===== src/hw/rtl/lir_pkg.sv =====
// Shared types and constants for the linear interpolation resampler.
package lir_pkg;

	localparam int SAMPLE_BITS     = 16;
	localparam int PHASE_FRAC_BITS = 32;
	localparam int STEP_W          = 37;
	localparam int ACC_W           = PHASE_FRAC_BITS + 5;
	localparam int MAX_OUT         = 16;
	localparam int CNT_W           = $clog2(MAX_OUT + 1);
	localparam int TDATA_W         = ((SAMPLE_BITS + 7) / 8) * 8;

	localparam logic [STEP_W-1:0] STEP_RESET = STEP_W'(64'd1 << (PHASE_FRAC_BITS - 1));
	localparam logic [STEP_W-1:0] STEP_MIN   = STEP_W'(64'd1 << (PHASE_FRAC_BITS - 4));
	localparam logic [STEP_W-1:0] STEP_MAX   = STEP_W'(64'd1 << (PHASE_FRAC_BITS + 4));
	localparam logic [ACC_W-1:0]  ACC_ONE    = ACC_W'(64'd1 << PHASE_FRAC_BITS);

	typedef logic signed [SAMPLE_BITS-1:0] sample_t;
	typedef logic [ACC_W-1:0]              acc_t;

	typedef enum logic [2:0] {
		ST_IDLE,
		ST_CHECK,
		ST_MUL,
		ST_EMIT,
		ST_DONE
	} state_t;

	// request to the shared interpolation unit
	typedef struct packed {
		logic                       en;
		sample_t                    a;
		sample_t                    b;
		logic [PHASE_FRAC_BITS-1:0] frac;
	} mul_req_t;

endpackage


===== src/hw/rtl/linear_interp_resampler.sv =====
// Top level: linear interpolation resampler with sequencer and output register.
// Each result passes through CHECK, MUL (registered multiply) and EMIT (truncate and load the
// output register once it is free); each dropped position above 16 results and each wrap pass
// through CHECK alone. An item is taken only in IDLE, so no new item is accepted while one is in
// progress; output stalls hold the sequencer in EMIT.
// Reset (arst_n low) clears the previous sample, phase and output valid; the step returns to 0.5.
module linear_interp_resampler (
	input  logic                              clk,
	input  logic                              arst_n,
	input  logic                              cfg_we,
	input  logic [lir_pkg::STEP_W-1:0]        cfg_wdata,
	input  logic                              s_tvalid,
	output logic                              s_tready,
	input  logic [lir_pkg::TDATA_W-1:0]       s_tdata,  // [15:0] sample
	input  logic                              s_tlast,  // block_last
	output logic                              m_tvalid,
	input  logic                              m_tready,
	output logic [lir_pkg::TDATA_W-1:0]       m_tdata,  // [15:0] out_sample
	output logic                              m_tlast   // run_last
);

	localparam int F = lir_pkg::PHASE_FRAC_BITS;

	lir_pkg::state_t             state_q, state_d;
	logic [lir_pkg::STEP_W-1:0]  cfg_step_q;
	lir_pkg::acc_t               step_q;
	lir_pkg::acc_t               acc_q;
	lir_pkg::sample_t            cur_q;
	lir_pkg::sample_t            prev_q;
	logic                        last_q;
	logic                        ph2_q;     // repeating the block's last sample
	logic                        primed_q;
	logic [lir_pkg::CNT_W-1:0]   cnt_q;
	logic                        m_tvalid_q;
	lir_pkg::sample_t            m_sample_q;
	logic                        m_last_q;

	logic                        accept;
	logic                        slot_free;
	logic                        acc_lt1;
	logic                        acc_lt2;
	logic                        cnt_full;
	logic                        more;
	logic                        load_out;
	logic [lir_pkg::STEP_W-1:0]  step_clamp;
	lir_pkg::mul_req_t           mul_req;
	lir_pkg::sample_t            mul_res;

	// configuration register, to be written only while idle; the block itself does not enforce this
	always_ff @(posedge clk or negedge arst_n) begin
		if (!arst_n) begin
			cfg_step_q <= lir_pkg::STEP_RESET;
		end else if (cfg_we) begin
			cfg_step_q <= cfg_wdata;
		end
	end

	always_comb begin
		if (cfg_step_q < lir_pkg::STEP_MIN) begin
			step_clamp = lir_pkg::STEP_MIN;
		end else if (cfg_step_q > lir_pkg::STEP_MAX) begin
			step_clamp = lir_pkg::STEP_MAX;
		end else begin
			step_clamp = cfg_step_q;
		end
	end

	assign acc_lt1   = (acc_q[lir_pkg::ACC_W-1:F] == '0);
	assign acc_lt2   = (acc_q[lir_pkg::ACC_W-1:F+1] == '0);
	assign cnt_full  = (cnt_q == lir_pkg::CNT_W'(lir_pkg::MAX_OUT));
	assign slot_free = !m_tvalid_q || m_tready;
	// does another emitted position follow the one in flight (acc already advanced)
	assign more      = acc_lt1 || (!ph2_q && last_q && acc_lt2);

	assign mul_req.en   = (state_q == lir_pkg::ST_MUL);
	assign mul_req.a    = ph2_q ? cur_q : prev_q;
	assign mul_req.b    = cur_q;
	assign mul_req.frac = acc_q[F-1:0];

	lir_interp u_interp (
		.clk    (clk),
		.req    (mul_req),
		.result (mul_res)
	);

	always_ff @(posedge clk or negedge arst_n) begin
		if (!arst_n) begin
			state_q <= lir_pkg::ST_IDLE;
		end else begin
			state_q <= state_d;
		end
	end

	// sequencer: next state and strobes
	always_comb begin
		state_d  = state_q;
		s_tready = 1'b0;
		accept   = 1'b0;
		load_out = 1'b0;
		unique case (state_q)
			lir_pkg::ST_IDLE: begin
				s_tready = 1'b1;
				if (s_tvalid) begin
					accept = 1'b1;
					// an unprimed, non-final sample only primes the pair
					state_d = (primed_q || s_tlast) ? lir_pkg::ST_CHECK : lir_pkg::ST_DONE;
				end
			end
			lir_pkg::ST_CHECK: begin
				if (acc_lt1) begin
					if (!cnt_full) begin
						state_d = lir_pkg::ST_MUL;
					end
				end else if (ph2_q || !last_q) begin
					state_d = lir_pkg::ST_DONE;
				end
			end
			lir_pkg::ST_MUL: begin
				state_d = lir_pkg::ST_EMIT;
			end
			lir_pkg::ST_EMIT: begin
				if (slot_free) begin
					load_out = 1'b1;
					state_d  = lir_pkg::ST_CHECK;
				end
			end
			lir_pkg::ST_DONE: begin
				state_d = lir_pkg::ST_IDLE;
			end
			default: begin
				state_d = lir_pkg::ST_IDLE;
			end
		endcase
	end

	// phase, pair and item registers
	always_ff @(posedge clk or negedge arst_n) begin
		if (!arst_n) begin
			acc_q    <= '0;
			prev_q   <= '0;
			primed_q <= 1'b0;
			ph2_q    <= 1'b0;
			cnt_q    <= '0;
		end else begin
			unique case (state_q)
				lir_pkg::ST_IDLE: begin
					if (accept) begin
						cnt_q <= '0;
						ph2_q <= !primed_q;
						if (!primed_q) begin
							acc_q <= '0;
						end
					end
				end
				lir_pkg::ST_CHECK: begin
					if (acc_lt1) begin
						if (cnt_full) begin
							acc_q <= acc_q + step_q;   // dropped position
						end
					end else if (!ph2_q) begin
						acc_q <= acc_q - lir_pkg::ACC_ONE;
						if (last_q) begin
							ph2_q <= 1'b1;
						end
					end
				end
				lir_pkg::ST_MUL: begin
					acc_q <= acc_q + step_q;
				end
				lir_pkg::ST_EMIT: begin
					if (load_out) begin
						cnt_q <= cnt_q + lir_pkg::CNT_W'(1);
					end
				end
				lir_pkg::ST_DONE: begin
					prev_q <= cur_q;
					if (last_q) begin
						acc_q    <= '0;
						primed_q <= 1'b0;
					end else begin
						acc_q    <= {1'b0, acc_q[lir_pkg::ACC_W-2:0]};
						primed_q <= 1'b1;
					end
				end
				default: begin
					acc_q <= acc_q;
				end
			endcase
		end
	end

	always_ff @(posedge clk) begin
		if (accept) begin
			cur_q  <= s_tdata[lir_pkg::SAMPLE_BITS-1:0];
			last_q <= s_tlast;
			step_q <= lir_pkg::ACC_W'(step_clamp);
		end
	end

	// output register parts the sequencer from the downstream stall
	always_ff @(posedge clk or negedge arst_n) begin
		if (!arst_n) begin
			m_tvalid_q <= 1'b0;
		end else if (load_out) begin
			m_tvalid_q <= 1'b1;
		end else if (m_tready) begin
			m_tvalid_q <= 1'b0;
		end
	end

	always_ff @(posedge clk) begin
		if (load_out) begin
			m_sample_q <= mul_res;
			m_last_q   <= !more || (cnt_q == lir_pkg::CNT_W'(lir_pkg::MAX_OUT - 1));
		end
	end

	assign m_tvalid = m_tvalid_q;
	assign m_tdata  = lir_pkg::TDATA_W'({1'b0, m_sample_q});
	assign m_tlast  = m_last_q;

	// checks
	a_cnt_bound: assert property (@(posedge clk) disable iff (!arst_n)
		cnt_q <= lir_pkg::CNT_W'(lir_pkg::MAX_OUT))
		else $error("result count beyond limit");

	a_step_range: assert property (@(posedge clk) disable iff (!arst_n)
		(state_q != lir_pkg::ST_IDLE) |->
		(step_q >= lir_pkg::ACC_W'(lir_pkg::STEP_MIN)) &&
		(step_q <= lir_pkg::ACC_W'(lir_pkg::STEP_MAX)))
		else $error("step outside clamp range");

	a_cap_last: assert property (@(posedge clk) disable iff (!arst_n)
		(load_out && cnt_q == lir_pkg::CNT_W'(lir_pkg::MAX_OUT - 1)) |=> m_tlast)
		else $error("sixteenth result not marked last");

	a_busy: assert property (@(posedge clk) disable iff (!arst_n)
		accept |=> !s_tready)
		else $error("ready while item in progress");

	a_load_free: assert property (@(posedge clk) disable iff (!arst_n)
		load_out |-> slot_free)
		else $error("output register overwritten");

endmodule


===== src/hw/rtl/lir_interp.sv =====
// Shared interpolation unit: registered multiply, then truncation toward zero.
module lir_interp (
	input  logic              clk,
	input  lir_pkg::mul_req_t req,
	output lir_pkg::sample_t  result
);

	localparam int PW = lir_pkg::SAMPLE_BITS + lir_pkg::PHASE_FRAC_BITS + 2;
	localparam int HW = lir_pkg::SAMPLE_BITS + 2;
	localparam int SW = lir_pkg::SAMPLE_BITS + 3;

	logic signed [lir_pkg::SAMPLE_BITS:0] diff_c;
	logic signed [PW-1:0]                 prod_c;
	logic signed [PW-1:0]                 prod_s1;
	lir_pkg::sample_t                     a_s1;
	logic signed [HW-1:0]                 prod_hi;
	logic signed [SW-1:0]                 sum_c;
	logic signed [SW-1:0]                 res_c;
	logic                                 lo_nz;
	logic                                 corr;

	assign diff_c = $signed({req.b[lir_pkg::SAMPLE_BITS-1], req.b})
		- $signed({req.a[lir_pkg::SAMPLE_BITS-1], req.a});
	assign prod_c = diff_c * $signed({1'b0, req.frac});

	always_ff @(posedge clk) begin
		if (req.en) begin
			prod_s1 <= prod_c;
			a_s1    <= req.a;
		end
	end

	// v = a*2^F + prod; floor of v is a + prod_hi, pull negatives up when bits drop
	assign prod_hi = prod_s1[PW-1:lir_pkg::PHASE_FRAC_BITS];
	assign lo_nz   = |prod_s1[lir_pkg::PHASE_FRAC_BITS-1:0];
	assign sum_c   = $signed({{2{a_s1[lir_pkg::SAMPLE_BITS-1]}}, a_s1})
		+ $signed({prod_hi[HW-1], prod_hi});
	assign corr    = sum_c[SW-1] & lo_nz;
	assign res_c   = sum_c + $signed({{(SW-1){1'b0}}, corr});
	assign result  = res_c[lir_pkg::SAMPLE_BITS-1:0];

endmodule

===== config.mk =====
export PLATFORM = sky130hd
export DESIGN_NAME = linear_interp_resampler
export DESIGN_NICKNAME = d
export VERILOG_FILES = /design/src/hw/rtl/lir_pkg.sv /design/src/hw/rtl/linear_interp_resampler.sv /design/src/hw/rtl/lir_interp.sv
export SDC_FILE = /design/constraint.sdc
export NUM_CORES = 2
export LEC_CHECK = 0
export BUFFER_PORTS_ARGS = -buffer_cell sky130_fd_sc_hd__buf_2
export CAP_MARGIN = 20
export CORE_ASPECT_RATIO = 1.1
export CORE_UTILIZATION = 50
export DETAILED_ROUTE_END_ITERATION = 12
export PLACE_DENSITY = 0.75
export SLEW_MARGIN = 20
export SYNTH_ARGS = -nofsm -noshare
export SYNTH_HDL_FRONTEND = slang
export SYNTH_SLANG_ARGS = --single-unit

===== constraint.sdc =====
create_clock -name clk -period 27.5 [get_ports clk]
set_input_delay 5.5 -clock clk [delete_from_list [all_inputs] [get_ports clk]]
set_output_delay 5.5 -clock clk [all_outputs]
set_load 0.05 [all_outputs]

==> flow_summary.toml <==
[global_routing]
grt_pass1_vias = 22240
grt_max_degree = 68
antenna_found_initial = 1
grt_pass1_wl_mm = 112.1
overflow = 0
grt_usage_pct = 23.03

[sta]
hold_violations = 0
rsz0062_at_grt = "false"
final-setup-viol-count = 0
fmax_mhz = 100.8
maxSlewViolCount = 0
fin_hold_ws_ns = 0.5096
period_share_pct = 36.09
setup_tns_ns = 0
relSlewSlack_pct = 31.93
period_minus_slack_ns = 9.924
worstMarginPinSlew_ns = 1.021
skew_ns = 0.02918

[synthesis]
syn-instance-count = 3088
yosysSeqAreaShare_pct = 22.19
ys_top_cells_by_area = "fa_1 (30%), edfxtp_1 (14%), ha_1 (9.8%)"
synth-async-reset-ratio_pct = 42.44
synth_edf_count = 137
syn_area_per_cell_um2 = 9.692
yosys.area.top_type = "fa_1"
synth.yosys.warnings = 0
synth_ff_type = "edfxtp_1"
synth_top_area_share_pct = 30.23
synth_fp_nets = 3834
synthDistinctLibCells = 79
synth_common_cells = "inv_1 (611), fa_1 (452), nand2_1 (384), ha_1 (235), and2_1 (176)"
syn_area_mm2 = 0.02993
ys_ff_latch = 238
synth.most_common_cell = "inv_1"

[cts]
htree_levels = 1
cts_tree = "yes"
cts-resized-gates = 0
postCtsHoldBufs = 0
clk_pin_slew_worst_paths_ns = 0.06
clock_path_buffers = 3
clockRootBuffer = "clkbuf_16"
cts_buffers = 28
postCtsSetupBuffers = 0
cts_sinks = 238
worstSkewPairLatency_ns = 0.58

[worst_setup_path]
critical-path-slowest-cell = "dfrtp_1"
cp_max_fo = 32
cp-start-kind = "flip-flop"
cp-end-kind = "flip-flop"
path_class = "flip-flop to flip-flop"
critPathRequiredTime_ns = 27.81
r2r-end = "u_interp.prod_s1[48]$_DFFE_PP_"
crit_top_cell = "fa_1"
reg2reg_depth = 35
cp.arrival_ns = 10.24
cp.depth = 35
crit_path_max_incr_delay_ns = 0.94
cp_top_family = "adder cells"
rr_startpoint = "ph2_q$_DFFE_PN0P_"
rrSetupSlack_ns = 17.58
path_buf_inv = 4

[placement]
routabilityCongestion = 0.8925
port_buffers = 77
dp_hpwl_mm = 51.19

[floorplan]
dieWidth_um = 235.3
rows = 93
start_util_pct = 50.83
coreArea_mm2 = 0.05888
design.die.area_mm2 = 0.06084
die-height_um = 258.6
ios = 78

[route]
wl_met2_mm = 32.72
wl_mm = 67.22
viasPerCell = 5.406
wl_met1_mm = 27.38
wire_per_inst_um = 17.35
top_layer_used = "met4"
drc = 0
drtPass1Iterations = 5
vias = 20950
detail-route-antenna-nets = 0
wl_met3_mm = 5.015
drtIter0Drc = 1167

[worst_hold_path]
min-delay-start = "prev_q[6]$_DFFE_PN0N_"
min_to = "prev_q[6]$_DFFE_PN0N_"
holdPathStages = 1
hold_class = "flip-flop to flip-flop"

[final_layout]
diodes = 0
area_growth_pct = 7.261
fillers = 5040
drive_gt1_share_pct = 8.186
nets = 3839

[job]
max-cap-violations = 0

[outcome]
status = "finished, final reports clean"
-- stage by stage --
stage	util (%)	setup WS (ns)	instances	instance area, µm²
finish	54.52	17.58	3875	32100
floorplan	-	18.57	3088	29930
CTS	54.52	17.67	3875	32100
global placement	52.82	17.91	3823	31100
detailed placement	52.83	17.76	3823	31100
global route	54.52	17.02	3875	32100
-- state kept, by name, summed over array words and instances (netlist names) --
name / cells
u_interp.prod_s1: 50
acc_q: 37
cfg_step_q: 37
step_q: 37
cur_q: 16
m_tdata: 16
prev_q: 16
u_interp.a_s1: 16
cnt_q: 5
state_q: 3
last_q: 1
m_tlast: 1
m_tvalid: 1
ph2_q: 1
primed_q: 1
-- per-layer routing --
metal	global-route usage, %	vias up
met5	0	-
met2	40.21	732
li1	-	9707
met4	7.026	0
met3	4.165	135
met1	29.16	10370
-- cell usage in the layout (no fill, tap or decap), drive strengths merged, types with 14 or more instances in the layout --
cell type and instances:
inv 612, fa 452, nand2 385, ha 235, and2 176, edfxtp 137
buf 109, a21oi 102, dfrtp 100, nor2 85, nor2b 82, xnor2 75
o21ai 67, a21o 62, mux2 55, xor2 44, clkbuf 35, nand3 28
nand2b 21, nor4 21, a22o 19, and3 15, mux2i 15, o21a 15
nand4 14, a31oi 14, nor3 14
-- how the worst max path moves through the flow --
stage,end,slack (ns),from
after floorplan,u_interp.prod_s1[46]$_DFFE_PP_,18.57,ph2_q$_DFFE_PN0P_
after global placement,u_interp.prod_s1[45]$_DFFE_PP_,17.91,ph2_q$_DFFE_PN0P_
after detailed placement,u_interp.prod_s1[48]$_DFFE_PP_,17.76,ph2_q$_DFFE_PN0P_
after CTS,u_interp.prod_s1[48]$_DFFE_PP_,17.67,ph2_q$_DFFE_PN0P_
after global routing,u_interp.prod_s1[48]$_DFFE_PP_,17.02,ph2_q$_DFFE_PN0P_
final,u_interp.prod_s1[48]$_DFFE_PP_,17.58,ph2_q$_DFFE_PN0P_
-- area by class of cell --
type | count | area [µm²] | area share [%]
clock buffer | 35 | 758.2 | 2.362
timing repair buffer | 109 | 628.1 | 1.957
inverter | 611 | 2295 | 7.148
tap | 760 | 950.9 | 2.962
clock inverter | 17 | 239.0 | 0.7444
sequential | 238 | 6643 | 20.69
multi-input combinational | 2105 | 20590 | 64.14
-- cell families after synthesis --
logic type / Yosys count / synth area share [%]
AO/OA/AOI/OAI: 357 / 8.039
XOR/XNOR: 119 / 3.482
AND/OR/NAND/NOR: 871 / 14.23
adder cells (fa/ha/maj): 688 / 40.09
multiplexers: 70 / 2.571
flip-flops: 238 / 22.19
buffers and inverters: 745 / 9.389
Power is left out: the tool's default activity adds up to more than one toggle a clock period on the data nets, which glitch-free logic cannot reach.
